### config.mk
export PLATFORM = sky130hd
export DESIGN_NAME = eased_property_tween_engine_core
export DESIGN_NICKNAME = d
export VERILOG_FILES = /design/src/rtl/tween_pkg.sv /design/src/rtl/tween_div.sv /design/src/rtl/eased_property_tween_engine_core.sv
export SDC_FILE = /design/constraint.sdc
export NUM_CORES = 2
export LEC_CHECK = 0
export ABC_AREA = 1
export BUFFER_PORTS_ARGS = -buffer_cell sky130_fd_sc_hd__buf_2
export CAP_MARGIN = 15
export CORE_MARGIN = 2
export CORE_UTILIZATION = 45
export CTS_CLUSTER_SIZE = 24
export DETAILED_ROUTE_END_ITERATION = 6
export GPL_ROUTABILITY_DRIVEN = 0
export HOLD_SLACK_MARGIN = 0.12
export PLACE_DENSITY = 0.59
export SLEW_MARGIN = 20
export SYNTH_ARGS = -nofsm -noshare
export SYNTH_HDL_FRONTEND = slang
export SYNTH_SLANG_ARGS = --single-unit
### constraint.sdc
create_clock -name clk -period 10.2 [get_ports clk]
set_clock_uncertainty 0.05 [all_clocks]
set_input_delay 0 -clock clk [delete_from_list [all_inputs] [get_ports clk]]
set_output_delay 0 -clock clk [all_outputs]
set_load 0.1 [all_outputs]
### src/rtl/tween_pkg.sv
// Shared constants and types for the tween engine.
package tween_pkg;
	localparam int NUM_SLOTS_DEF = 16;
	localparam logic [7:0] SPRITE_BASE = 8'd16;
	localparam logic [7:0] NUM_SPRITES = 8'd64;
	localparam logic [7:0] FX_TARGETS = 8'd16;

	localparam logic CMD_START = 1'b0;
	localparam logic CMD_TICK = 1'b1;

	localparam logic [1:0] EASE_LINEAR = 2'd0;
	localparam logic [1:0] EASE_QUAD_IN = 2'd1;
	localparam logic [1:0] EASE_QUAD_OUT = 2'd2;
	localparam logic [1:0] EASE_CUBIC = 2'd3;

	typedef enum logic [9:0] {
		ST_IDLE  = 10'b0000000001,
		ST_SCAN  = 10'b0000000010,
		ST_WRITE = 10'b0000000100,
		ST_REPLY = 10'b0000001000,
		ST_MASK  = 10'b0000010000,
		ST_VISIT = 10'b0000100000,
		ST_DIV   = 10'b0001000000,
		ST_MUL1  = 10'b0010000000,
		ST_MUL2  = 10'b0100000000,
		ST_OUT   = 10'b1000000000
	} state_t;

	typedef struct packed {
		logic start;
		logic [15:0] num;
		logic [15:0] den;
	} div_req_t;

	typedef struct packed {
		logic done;
		logic [7:0] quot;
	} div_rsp_t;

	function automatic logic id_valid(input logic [7:0] id);
		logic [7:0] off;
		off = id - SPRITE_BASE;
		if (id >= SPRITE_BASE)
			return {1'b0, off[7:1]} < NUM_SPRITES;
		return id < FX_TARGETS;
	endfunction
endpackage

### src/rtl/tween_div.sv
// Restoring divider giving the 8-bit tween fraction, one bit per cycle.
module tween_div (
	input  logic clk,
	input  logic arst_n,
	input  tween_pkg::div_req_t req,
	output tween_pkg::div_rsp_t rsp
);
	import tween_pkg::*;

	logic busy_q;
	logic done_q;
	logic [3:0] cnt_q;
	logic [15:0] rem_q;
	logic [15:0] den_q;
	logic [7:0] quo_q;
	logic [16:0] sh;
	logic ge;

	assign sh = {rem_q, 1'b0};
	assign ge = sh >= {1'b0, den_q};

	always_ff @(posedge clk or negedge arst_n) begin
		if (!arst_n) begin
			busy_q <= 1'b0;
			done_q <= 1'b0;
			cnt_q <= 4'd0;
		end else begin
			done_q <= 1'b0;
			if (req.start) begin
				busy_q <= 1'b1;
				cnt_q <= 4'd8;
			end else if (busy_q) begin
				cnt_q <= cnt_q - 4'd1;
				if (cnt_q == 4'd1) begin
					busy_q <= 1'b0;
					done_q <= 1'b1;
				end
			end
		end
	end

	always_ff @(posedge clk) begin
		if (req.start) begin
			rem_q <= req.num;
			den_q <= req.den;
			quo_q <= 8'd0;
		end else if (busy_q) begin
			rem_q <= ge ? 16'(sh - {1'b0, den_q}) : sh[15:0];
			quo_q <= {quo_q[6:0], ge};
		end
	end

	assign rsp.done = done_q;
	assign rsp.quot = quo_q;
endmodule

### src/rtl/eased_property_tween_engine_core.sv
// Top level: slot table, sequencer, shared multiplier and output word register.
// A valid start searches the table one slot per cycle, taking the slot that
// already holds the target or else the first free slot, fills any slot found
// and replies. A tick first builds the running mask over every slot, then visits
// each slot: a slot still running goes through the divider and up to 3 passes
// through the shared 18x18 multiplier before its output word, which waits on out_stall.
module eased_property_tween_engine_core #(
	parameter int NUM_SLOTS = tween_pkg::NUM_SLOTS_DEF
) (
	input  logic clk,
	input  logic arst_n,
	input  logic in_valid,
	output logic in_stall,
	input  logic cmd,
	input  logic [7:0] target,
	input  logic signed [15:0] end_value,
	input  logic [15:0] duration,
	input  logic [1:0] ease_mode,
	input  logic signed [15:0] current_value,
	output logic out_valid,
	input  logic out_stall,
	output logic write_valid,
	output logic [7:0] write_target,
	output logic signed [15:0] write_value,
	output logic [15:0] active_mask,
	output logic last
);
	import tween_pkg::*;

	localparam int IDX_W = (NUM_SLOTS > 1) ? $clog2(NUM_SLOTS) : 1;
	localparam logic [IDX_W-1:0] IDX_LAST = IDX_W'(NUM_SLOTS - 1);

	state_t state_q;
	logic [IDX_W-1:0] idx_q;
	logic [IDX_W-1:0] pick_q;
	logic found_q;

	logic [NUM_SLOTS-1:0] act_q;
	logic [7:0] tgt_q [NUM_SLOTS];
	logic [1:0] ease_q [NUM_SLOTS];
	logic [15:0] start_q [NUM_SLOTS];
	logic [15:0] endv_q [NUM_SLOTS];
	logic [15:0] elap_q [NUM_SLOTS];
	logic [15:0] len_q [NUM_SLOTS];

	logic [NUM_SLOTS-1:0] pmask_q;
	logic [NUM_SLOTS-1:0] macc_q;
	logic [NUM_SLOTS-1:0] set_q;

	logic cmd_q;
	logic [7:0] itgt_q;
	logic [15:0] iend_q;
	logic [15:0] idur_q;
	logic [1:0] imode_q;
	logic [15:0] icur_q;
	logic idok_q;

	logic fin_q;
	logic [7:0] f_q;
	logic signed [35:0] prod_q;

	logic out_valid_q;
	logic wv_q;
	logic [7:0] wt_q;
	logic [15:0] wval_q;
	logic [15:0] am_q;
	logic last_q;

	logic rd_act;
	logic [7:0] rd_tgt;
	logic [1:0] rd_ease;
	logic [15:0] rd_start;
	logic [15:0] rd_end;
	logic [15:0] rd_len;
	logic [15:0] el_next;
	logic run_bit;
	logic [NUM_SLOTS-1:0] macc_next;
	logic [NUM_SLOTS-1:0] set_next;
	logic later;
	logic in_acc;
	logic out_free;
	logic out_load;
	logic rep_write;
	logic signed [17:0] mul_a;
	logic signed [17:0] mul_b;
	logic [8:0] inv;
	logic [9:0] ease_v;
	logic [16:0] diff;
	div_req_t dreq;
	div_rsp_t drsp;

	assign rd_act = act_q[idx_q];
	assign rd_tgt = tgt_q[idx_q];
	assign rd_ease = ease_q[idx_q];
	assign rd_start = start_q[idx_q];
	assign rd_end = endv_q[idx_q];
	assign rd_len = len_q[idx_q];
	assign el_next = elap_q[idx_q] + 16'd1;
	assign run_bit = rd_act && (el_next < rd_len);

	always_comb begin
		macc_next = macc_q;
		set_next = set_q;
		macc_next[idx_q] = run_bit;
		set_next[idx_q] = rd_act;
		later = 1'b0;
		for (int i = 0; i < NUM_SLOTS; i++)
			if (set_q[i] && (i > int'(idx_q)))
				later = 1'b1;
	end

	assign in_stall = (state_q != ST_IDLE);
	assign in_acc = in_valid && !in_stall;
	assign out_free = !out_valid_q || !out_stall;
	assign out_load = ((state_q == ST_REPLY) || (state_q == ST_OUT)) && out_free;
	assign rep_write = (cmd_q == CMD_START) && idok_q && (idur_q == 16'd0);

	assign inv = 9'd256 - {1'b0, f_q};
	assign diff = {endv_q[idx_q][15], endv_q[idx_q]} - {rd_start[15], rd_start};

	always_comb begin
		case (rd_ease)
			EASE_QUAD_IN:  ease_v = {2'b0, prod_q[15:8]};
			EASE_QUAD_OUT: ease_v = 10'(10'd256 - {1'b0, prod_q[16:8]});
			EASE_CUBIC:    ease_v = prod_q[25:16];
			default:       ease_v = {2'b0, f_q};
		endcase
	end

	always_comb begin
		mul_a = {1'b0, diff};
		mul_b = {8'b0, ease_v};
		case (state_q)
			ST_MUL1: begin
				if (rd_ease == EASE_QUAD_OUT) begin
					mul_a = {9'b0, inv};
					mul_b = {9'b0, inv};
				end else begin
					mul_a = {10'b0, f_q};
					mul_b = {10'b0, f_q};
				end
			end
			ST_MUL2: begin
				if (rd_ease == EASE_CUBIC && fin_q) begin
					mul_a = {1'b0, prod_q[16:0]};
					mul_b = {8'b0, 10'(10'd768 - {1'b0, f_q, 1'b0})};
				end else begin
					mul_a = {diff[16], diff};
					mul_b = {8'b0, ease_v};
				end
			end
			default: begin
				mul_a = {diff[16], diff};
				mul_b = {8'b0, ease_v};
			end
		endcase
	end

	assign dreq.start = (state_q == ST_VISIT) && rd_act && (el_next < rd_len);
	assign dreq.num = el_next;
	assign dreq.den = rd_len;

	tween_div u_div (
		.clk(clk),
		.arst_n(arst_n),
		.req(dreq),
		.rsp(drsp)
	);

	always_ff @(posedge clk or negedge arst_n) begin
		if (!arst_n) begin
			state_q <= ST_IDLE;
			act_q <= '0;
			pmask_q <= '0;
			out_valid_q <= 1'b0;
			idx_q <= '0;
			found_q <= 1'b0;
		end else begin
			out_valid_q <= out_load || (out_valid_q && out_stall);
			case (state_q)
				ST_IDLE: begin
					if (in_acc) begin
						idx_q <= '0;
						found_q <= 1'b0;
						if (cmd == CMD_TICK)
							state_q <= ST_MASK;
						else if (!id_valid(target) || duration == 16'd0)
							state_q <= ST_REPLY;
						else
							state_q <= ST_SCAN;
					end
				end
				ST_SCAN: begin
					if (rd_act && rd_tgt == itgt_q) begin
						pick_q <= idx_q;
						found_q <= 1'b1;
						state_q <= ST_WRITE;
					end else begin
						if (!rd_act && !found_q) begin
							pick_q <= idx_q;
							found_q <= 1'b1;
						end
						if (idx_q == IDX_LAST)
							state_q <= ST_WRITE;
						else
							idx_q <= idx_q + 1'b1;
					end
				end
				ST_WRITE: begin
					if (found_q)
						act_q[pick_q] <= 1'b1;
					state_q <= ST_REPLY;
				end
				ST_REPLY: begin
					if (out_free)
						state_q <= ST_IDLE;
				end
				ST_MASK: begin
					if (idx_q == IDX_LAST) begin
						pmask_q <= macc_next;
						idx_q <= '0;
						state_q <= (set_next == '0) ? ST_REPLY : ST_VISIT;
					end else begin
						idx_q <= idx_q + 1'b1;
					end
				end
				ST_VISIT: begin
					if (!rd_act) begin
						idx_q <= idx_q + 1'b1;
					end else if (el_next >= rd_len) begin
						act_q[idx_q] <= 1'b0;
						state_q <= ST_OUT;
					end else begin
						state_q <= ST_DIV;
					end
				end
				ST_DIV: begin
					if (drsp.done)
						state_q <= (rd_ease == EASE_LINEAR) ? ST_MUL2 : ST_MUL1;
				end
				ST_MUL1: begin
					state_q <= ST_MUL2;
				end
				ST_MUL2: begin
					if (rd_ease == EASE_CUBIC && fin_q)
						state_q <= ST_MUL2;
					else
						state_q <= ST_OUT;
				end
				ST_OUT: begin
					if (out_free) begin
						if (!later) begin
							state_q <= ST_IDLE;
						end else begin
							idx_q <= idx_q + 1'b1;
							state_q <= ST_VISIT;
						end
					end
				end
				default: state_q <= ST_IDLE;
			endcase
		end
	end

	// fin_q marks an end write in ST_OUT; in cubic mode it marks the first
	// pass through ST_MUL2 (ease product) before the final scaling pass.
	always_ff @(posedge clk) begin
		if (in_acc) begin
			cmd_q <= cmd;
			itgt_q <= target;
			iend_q <= end_value;
			idur_q <= duration;
			imode_q <= ease_mode;
			icur_q <= current_value;
			idok_q <= id_valid(target);
			macc_q <= '0;
			set_q <= '0;
		end
		if (state_q == ST_MASK) begin
			macc_q <= macc_next;
			set_q <= set_next;
		end
		if (state_q == ST_WRITE && found_q) begin
			tgt_q[pick_q] <= itgt_q;
			ease_q[pick_q] <= imode_q;
			start_q[pick_q] <= icur_q;
			endv_q[pick_q] <= iend_q;
			elap_q[pick_q] <= 16'd0;
			len_q[pick_q] <= idur_q;
		end
		if (state_q == ST_VISIT && rd_act) begin
			elap_q[idx_q] <= el_next;
			fin_q <= (el_next >= rd_len);
		end
		if (state_q == ST_DIV && drsp.done) begin
			f_q <= drsp.quot;
			fin_q <= (rd_ease == EASE_CUBIC);
		end
		if (state_q == ST_MUL1) begin
			prod_q <= mul_a * mul_b;
		end
		if (state_q == ST_MUL2) begin
			if (rd_ease == EASE_CUBIC && fin_q) begin
				prod_q <= mul_a * mul_b;
				fin_q <= 1'b0;
			end else begin
				prod_q <= mul_a * mul_b;
			end
		end
		if (state_q == ST_REPLY && out_free) begin
			wv_q <= rep_write;
			wt_q <= rep_write ? itgt_q : 8'd0;
			wval_q <= rep_write ? iend_q : 16'd0;
			am_q <= 16'(pmask_q);
			last_q <= 1'b1;
		end
		if (state_q == ST_OUT && out_free) begin
			wv_q <= 1'b1;
			wt_q <= rd_tgt;
			wval_q <= fin_q ? rd_end : 16'(rd_start + prod_q[23:8]);
			am_q <= 16'(pmask_q);
			last_q <= !later;
		end
	end

	assign out_valid = out_valid_q;
	assign write_valid = wv_q;
	assign write_target = wt_q;
	assign write_value = wval_q;
	assign active_mask = am_q;
	assign last = last_q;
endmodule
# Word level (Yosys, flattened, before mapping)
# Memory sizes are Yosys's and may differ from the RTL's.
# Index checks and enable logic that the tools add are counted.
# word_totals
register_bits	267
ram_bits	1184
in_bits	63
output_inout_bits	44
wordCells	281
mem_count	6
# memory_table
name	depth	width	read_ports	rd_ports_with_merged_regs	wr	line_no	text
elap_q	16	16	1	0	1	eased_property_tween_engine_core.sv:43	logic [15:0] elap_q [NUM_SLOTS];
endv_q	16	16	1	0	1	eased_property_tween_engine_core.sv:42	logic [15:0] endv_q [NUM_SLOTS];
len_q	16	16	1	0	1	eased_property_tween_engine_core.sv:44	logic [15:0] len_q [NUM_SLOTS];
start_q	16	16	1	0	1	eased_property_tween_engine_core.sv:41	logic [15:0] start_q [NUM_SLOTS];
tgt_q	16	8	1	0	1	eased_property_tween_engine_core.sv:39	logic [7:0] tgt_q [NUM_SLOTS];
ease_q	16	2	1	0	1	eased_property_tween_engine_core.sv:40	logic [1:0] ease_q [NUM_SLOTS];
# classes
n_addsub	10
n_mul	1
magnitude_cmp	25
n_eq_ne	31
mux	112
bitwise_logic	4
reduce_logical	62
# ops
operator	count
$mux W16	16
$mux W10	11
$pmux W10 S10	1
$mux W26	2
$mux W4	13
$mux W1	49
$logic_not A16 Y1	3
$pmux W18 S2	1
$bwmux W16	2
$gt A4 B4 Y1 const A	8
$logic_and A1 B1 Y1	32
$pmux W16 S2	1
$pmux W10 S3	1
$mul A18 B18 Y26	1
$mux W8	3
$ne A2 B2 Y1 const B	10
$pmux W10 S2	1
$pmux W4 S5	1
$mux W18	1
$mux W9	2
$ge A17 B16 Y1	1
$sub A16 B16 Y17	1
$add A16 B1 Y16 const B	1
$add A16 B16 Y16	1
54 further kinds	82

# Longest topological paths before layout
# logic_depth
depth_word	20
mapped_depth	53
ltp_nobuf	46

# Cells and area by module
# Synthesis repeated with hierarchy kept, for this count alone.
# unflattened
hier_cells	6249
area_unflattened_um2	68682.1
# modules_own_cells
module	instances	cells_each	area_each_um2	seq_area_each_um2
eased_property_tween_engine_core	1	5839	65537.9	41901.4
tween_div	1	410	3144.3	1271.2

# Worst setup path before layout
# No wires, ideal clock.
# synth_path
path_type	register -> register
startpoint	reg idx_q[0]
endpoint	reg prod_q[23], data pin
setup_time_ns	0.259
t_arrival_ns	8.152
t_required_ns	9.891
path_slack_ns	1.739
path_stages_with_launch	44
path_buffers	9
period_less_slack_ns	8.461
cell_sequence	dfrtp_1 buf_6 buf_8 buf_6 buf_6 buf_6 buf_4 buf_2 buf_2 buf_2 nor2_1 o221ai_1 mux2i_1 inv_1 ha_1 fa_1 o21ai_0 nand2_1 [8 not listed] fa_1 fa_1 fa_1 inv_1 fa_1 inv_1 ha_1 a21oi_1 o21ai_0 inv_1 o21ai_1 a21boi_0 o21ai_1 a21boi_0 o21ai_1 nand2_1 nand2_1 xor2_1
# synth_between
elab_chain_len	8
word_cells_on_any_way	17
classes_between	1 x add/sub; 1 x mul; 3 x eq/ne; 8 x mux; 1 x reduce/logical; 3 x memory
# synth_lines
element	line_no	text
start, declared	eased_property_tween_engine_core.sv:34	logic [IDX_W-1:0] idx_q;
start signal, assigned	eased_property_tween_engine_core.sv:206	idx_q <= idx_q + 1'b1;
start signal, assigned	eased_property_tween_engine_core.sv:224	idx_q <= idx_q + 1'b1;
start signal, assigned	eased_property_tween_engine_core.sv:229	idx_q <= idx_q + 1'b1;
branches (longest 5 deep; another with $sub A16 B16 Y17)	-	
$mul A18 B18 Y26 *	eased_property_tween_engine_core.sv:300, eased_property_tween_engine_core.sv:304, eased_property_tween_engine_core.sv:307	
$mux W26	eased_property_tween_engine_core.sv:299	if (state_q == ST_MUL1) begin
$mux W26 *	eased_property_tween_engine_core.sv:302	if (state_q == ST_MUL2) begin
end signal, assigned	eased_property_tween_engine_core.sv:300	prod_q <= mul_a * mul_b;
end signal, assigned	eased_property_tween_engine_core.sv:304	prod_q <= mul_a * mul_b;
end signal, assigned	eased_property_tween_engine_core.sv:307	prod_q <= mul_a * mul_b;
end, declared	eased_property_tween_engine_core.sv:60	logic signed [35:0] prod_q;
# Every way passes the cells marked *. The select of a mux whose other input is x is not followed.
# A chain may end at the register's enable or synchronous reset.

# Worst setup path in the final report
# Same ends and word-level chain as after synthesis.

==> impl_results.md <==
* Status: finished, final reports clean
* Setup CP Type: reg -> reg
* CP arrival at approximately 9.7 ns
* Row count at 142
* Final HPWL DP at 118,000 um
* Most frequent cells in the layout: 1,386 x edfxtp_1, 1,200 x nor2_1, 752 x nand2_1
* CTS tree: yes
* CP Buf/Inv Count at 8
* First-pass GRT wire length at between 200,000 and 300,000 um
* Clk slew on worst S/H paths at around 0.06 ns
* Register area share after synthesis at 0.637
* Share of cells above drive strength 1 at 0.0858
* Highest cell delay on the worst timing path at 0.68 ns
* Adder-cell share of the synthesized area at 0.0683
* Total routed wirelength at around 200,000 um
* Setup_tns at 0 ns
* Critical path startpoint category: register
* Max Cap Viol at 0
* Port Buffers at 106
* CP delay by family, top: adder cells
* Post-Synth Simple-Gate Area at 0.138
* Die Width at just under 400 um
* Setup crit end kind: register
* Initial core utilization at 0.453
* Initial antenna violation count at 1
* Initial DRC count at 4,682
* Hold crit path type: in -> reg
* EDFF count, synth at about 1.4k
* Compound-Gate Fraction of Synth Area at 0.0927
* Crit-path max FO at slightly above 100
* Fin crit share at 0.904
* # IOs at between 100 and 150
* CTS resizes at 0
* Worst-case clock buffer depth at 3
* Synth cell types at 70
* Async SR Flop Fraction at 0.0372
* XOR/XNOR Fraction of Synth Area at 0.0111
* Minimum clock period at between 9 and 10 ns
* Largest net degree at the start of global routing at about 170
* Commonest non-fill, non-tap cell in the layout: edfxtp_1
* Syn Nets at 6,443
* Post-Syn Area at approximately 68,000 um^2
* GR Overflow Total at 0
* # DRC at 0
* Floorplan Core Area at 150,000 um^2
* Nets at around 6.7k
* Die Y at between 300 and 400 um
* Max_slew headroom at 0.222
* Antenna violation net count after detailed routing at 0
* Drt first pass iters at 5
* Crit path required time at around 11 ns
* Final Hold Violating Endpoints at 0
* Num CTS Buffers at 149
* Clock sinks at about 1.5k
* Clock insertion delay at the later pin of the skew report at approximately 0.79 ns
* Finish-stage setup viols at 0
* CP most frequent cell: inv_1
* Post-Syn Instances at approximately 6.1k
* Clk root buf: clkbuf_16
* H-tree depth at 4
* Post-CTS Hold Buffers at between 100 and 150
* Gr usage total at 0.255
* Fin. max-slew vios at 0
* Vias/cell at 5.53
* Top FF cell, synth: edfxtp_1
* RSZ-0062 raised after global routing: no
* Slowest-stage cell, CP: dfrtp_4
* Mux cell area share after synthesis at 0.000738
* Synth Register Bits at 1,450
* Worst Tran Pin Value at about 1.2 ns
* Fmax at 108 MHz
* Largest family of logic cells by synthesized area: simple AND/OR/NAND/NOR gates
* Reg2reg setup slack at between 0.9 and 1 ns
* Vias post-DR at 46.8k
* Drt wl/cell at about 23 um
* # Post-CTS Setup Buffers at 0
* Post-Syn Area per Cell at 11.1 um^2
* YS warnings at 0
* Vias in the first global route at around 44k
* Area Growth Syn to Fin at 12.9%
* Die area at approximately 150,000 um^2
==> cells in the mapped netlist (all sizes together), types with 4 or more instances <==
| cell | count | area [um^2] |
|---|---|---|
| o221ai | 13 | 114 |
| nand2 | 768 | 2930 |
| a21boi | 5 | 37.5 |
| fa | 150 | 3000 |
| inv | 567 | 2130 |
| edfxtp | 1386 | 41600 |
| dfrtp | 53 | 1330 |
| o21a | 11 | 82.6 |
| nor4 | 19 | 138 |
| nand4 | 21 | 131 |
| dfxtp | 10 | 200 |
| o2111ai | 56 | 490 |
| ha | 130 | 1630 |
| nand3 | 79 | 400 |
| or2 | 6 | 37.5 |
| a21o | 10 | 75.1 |
| xnor2 | 32 | 280 |
| a211oi | 6 | 45.0 |
| mux2i | 5 | 50.1 |
| nor2 | 1235 | 4730 |
| o31ai | 24 | 190 |
| o21ai | 668 | 3350 |
| a31oi | 8 | 50.1 |
| o22ai | 78 | 526 |
| o21bai | 4 | 33.8 |
| o211ai | 17 | 133 |
| clkbuf | 88 | 330 |
| o41ai | 4 | 42.6 |
| nor3 | 187 | 951 |
| xor2 | 54 | 473 |
| buf | 187 | 1080 |
| a21oi | 195 | 980 |
==> area by class of cell <==
cell class                 instances  area (um^2)
clock inverter                    81          671
multi-input combinational       3806        21300
timing repair buffer             350         2810
sequential                      1450        43200
tap                             2016         2520
clock buffer                     189         3970
antenna                            1         2.50
fill                           13205        73200
inverter                         569         2150
==> flip-flops by register name (all words and copies together) (netlist names), 15 cells and up <==
signal / flops
iend_q: 16
tgt_q: 128
ease_q: 32
icur_q: 16
u_div.den_q: 16
len_q: 256
act_q: 16
endv_q: 256
set_q: 16
idur_q: 16
start_q: 256
prod_q: 26
pmask_q: 16
write_value: 16
u_div.rem_q: 16
macc_q: 15
elap_q: 256
active_mask: 16
==> per-stage QoR <==
| step | hold WS [ns] | util | instance area [um^2] | worst slack (ns) | instances |
|---|---|---|---|---|---|
| after detailed placement | 0.128 | 0.472 | 70700 | 1.15 | 8066 |
| after CTS | 0.122 | 0.511 | 76500 | 1.14 | 8460 |
| after floorplan | -0.346 | - | 67800 | 1.74 | 6100 |
| final | 0.144 | 0.511 | 76600 | 0.980 | 8462 |
| after global routing | 0.151 | 0.511 | 76600 | 0.386 | 8461 |
| after global placement | 0.126 | 0.472 | 70700 | 1.26 | 8066 |
==> worst paths after layout <==
kind,startpoint,end,depth (start not counted)
hold reg to reg,u_div.quo_q[7],f_q[7],0
max in group asynchronous,arst_n,idx_q[1],4
min in group asynchronous,arst_n,pmask_q[6],4
hold / removal,cmd,state_q[1],5
setup / recovery,idx_q[0],prod_q[23],35
setup reg to reg,idx_q[0],prod_q[23],35
==> worst register-to-register path, delay by kind of cell, from the launching register on <==
kind,cells,cell delay (ns)
adder cells (fa/ha/maj),7,3.23
XOR/XNOR,2,0.28
flip-flops,1,0.68
buffers and inverters,8,1.02
AND/OR/NAND/NOR,7,0.71
AO/OA/AOI/OAI,11,3.05
==> logic make-up (layout without fill, tap and decap cells) <==
kind of cell / count (synthesis) / in the layout
AO/OA/AOI/OAI: 1113 / 1113
XOR/XNOR: 86 / 86
adder cells (fa/ha/maj): 280 / 280
buffers and inverters: 844 / 1189
flip-flops: 1450 / 1450
multiplexers: 5 / 5
other: 0 / 1
AND/OR/NAND/NOR: 2322 / 2322
==> metal layers <==
layer	wire (um)	global-route usage	vias up
li1	-	-	21451
met4	5640	0.0783	0
met5	0	0	-
met3	13700	0.0304	263
met1	84800	0.359	23245
met2	92500	0.415	1865
Power is left out: the tool's default activity adds up to more than one toggle a clock period on the data nets, which glitch-free logic cannot reach.
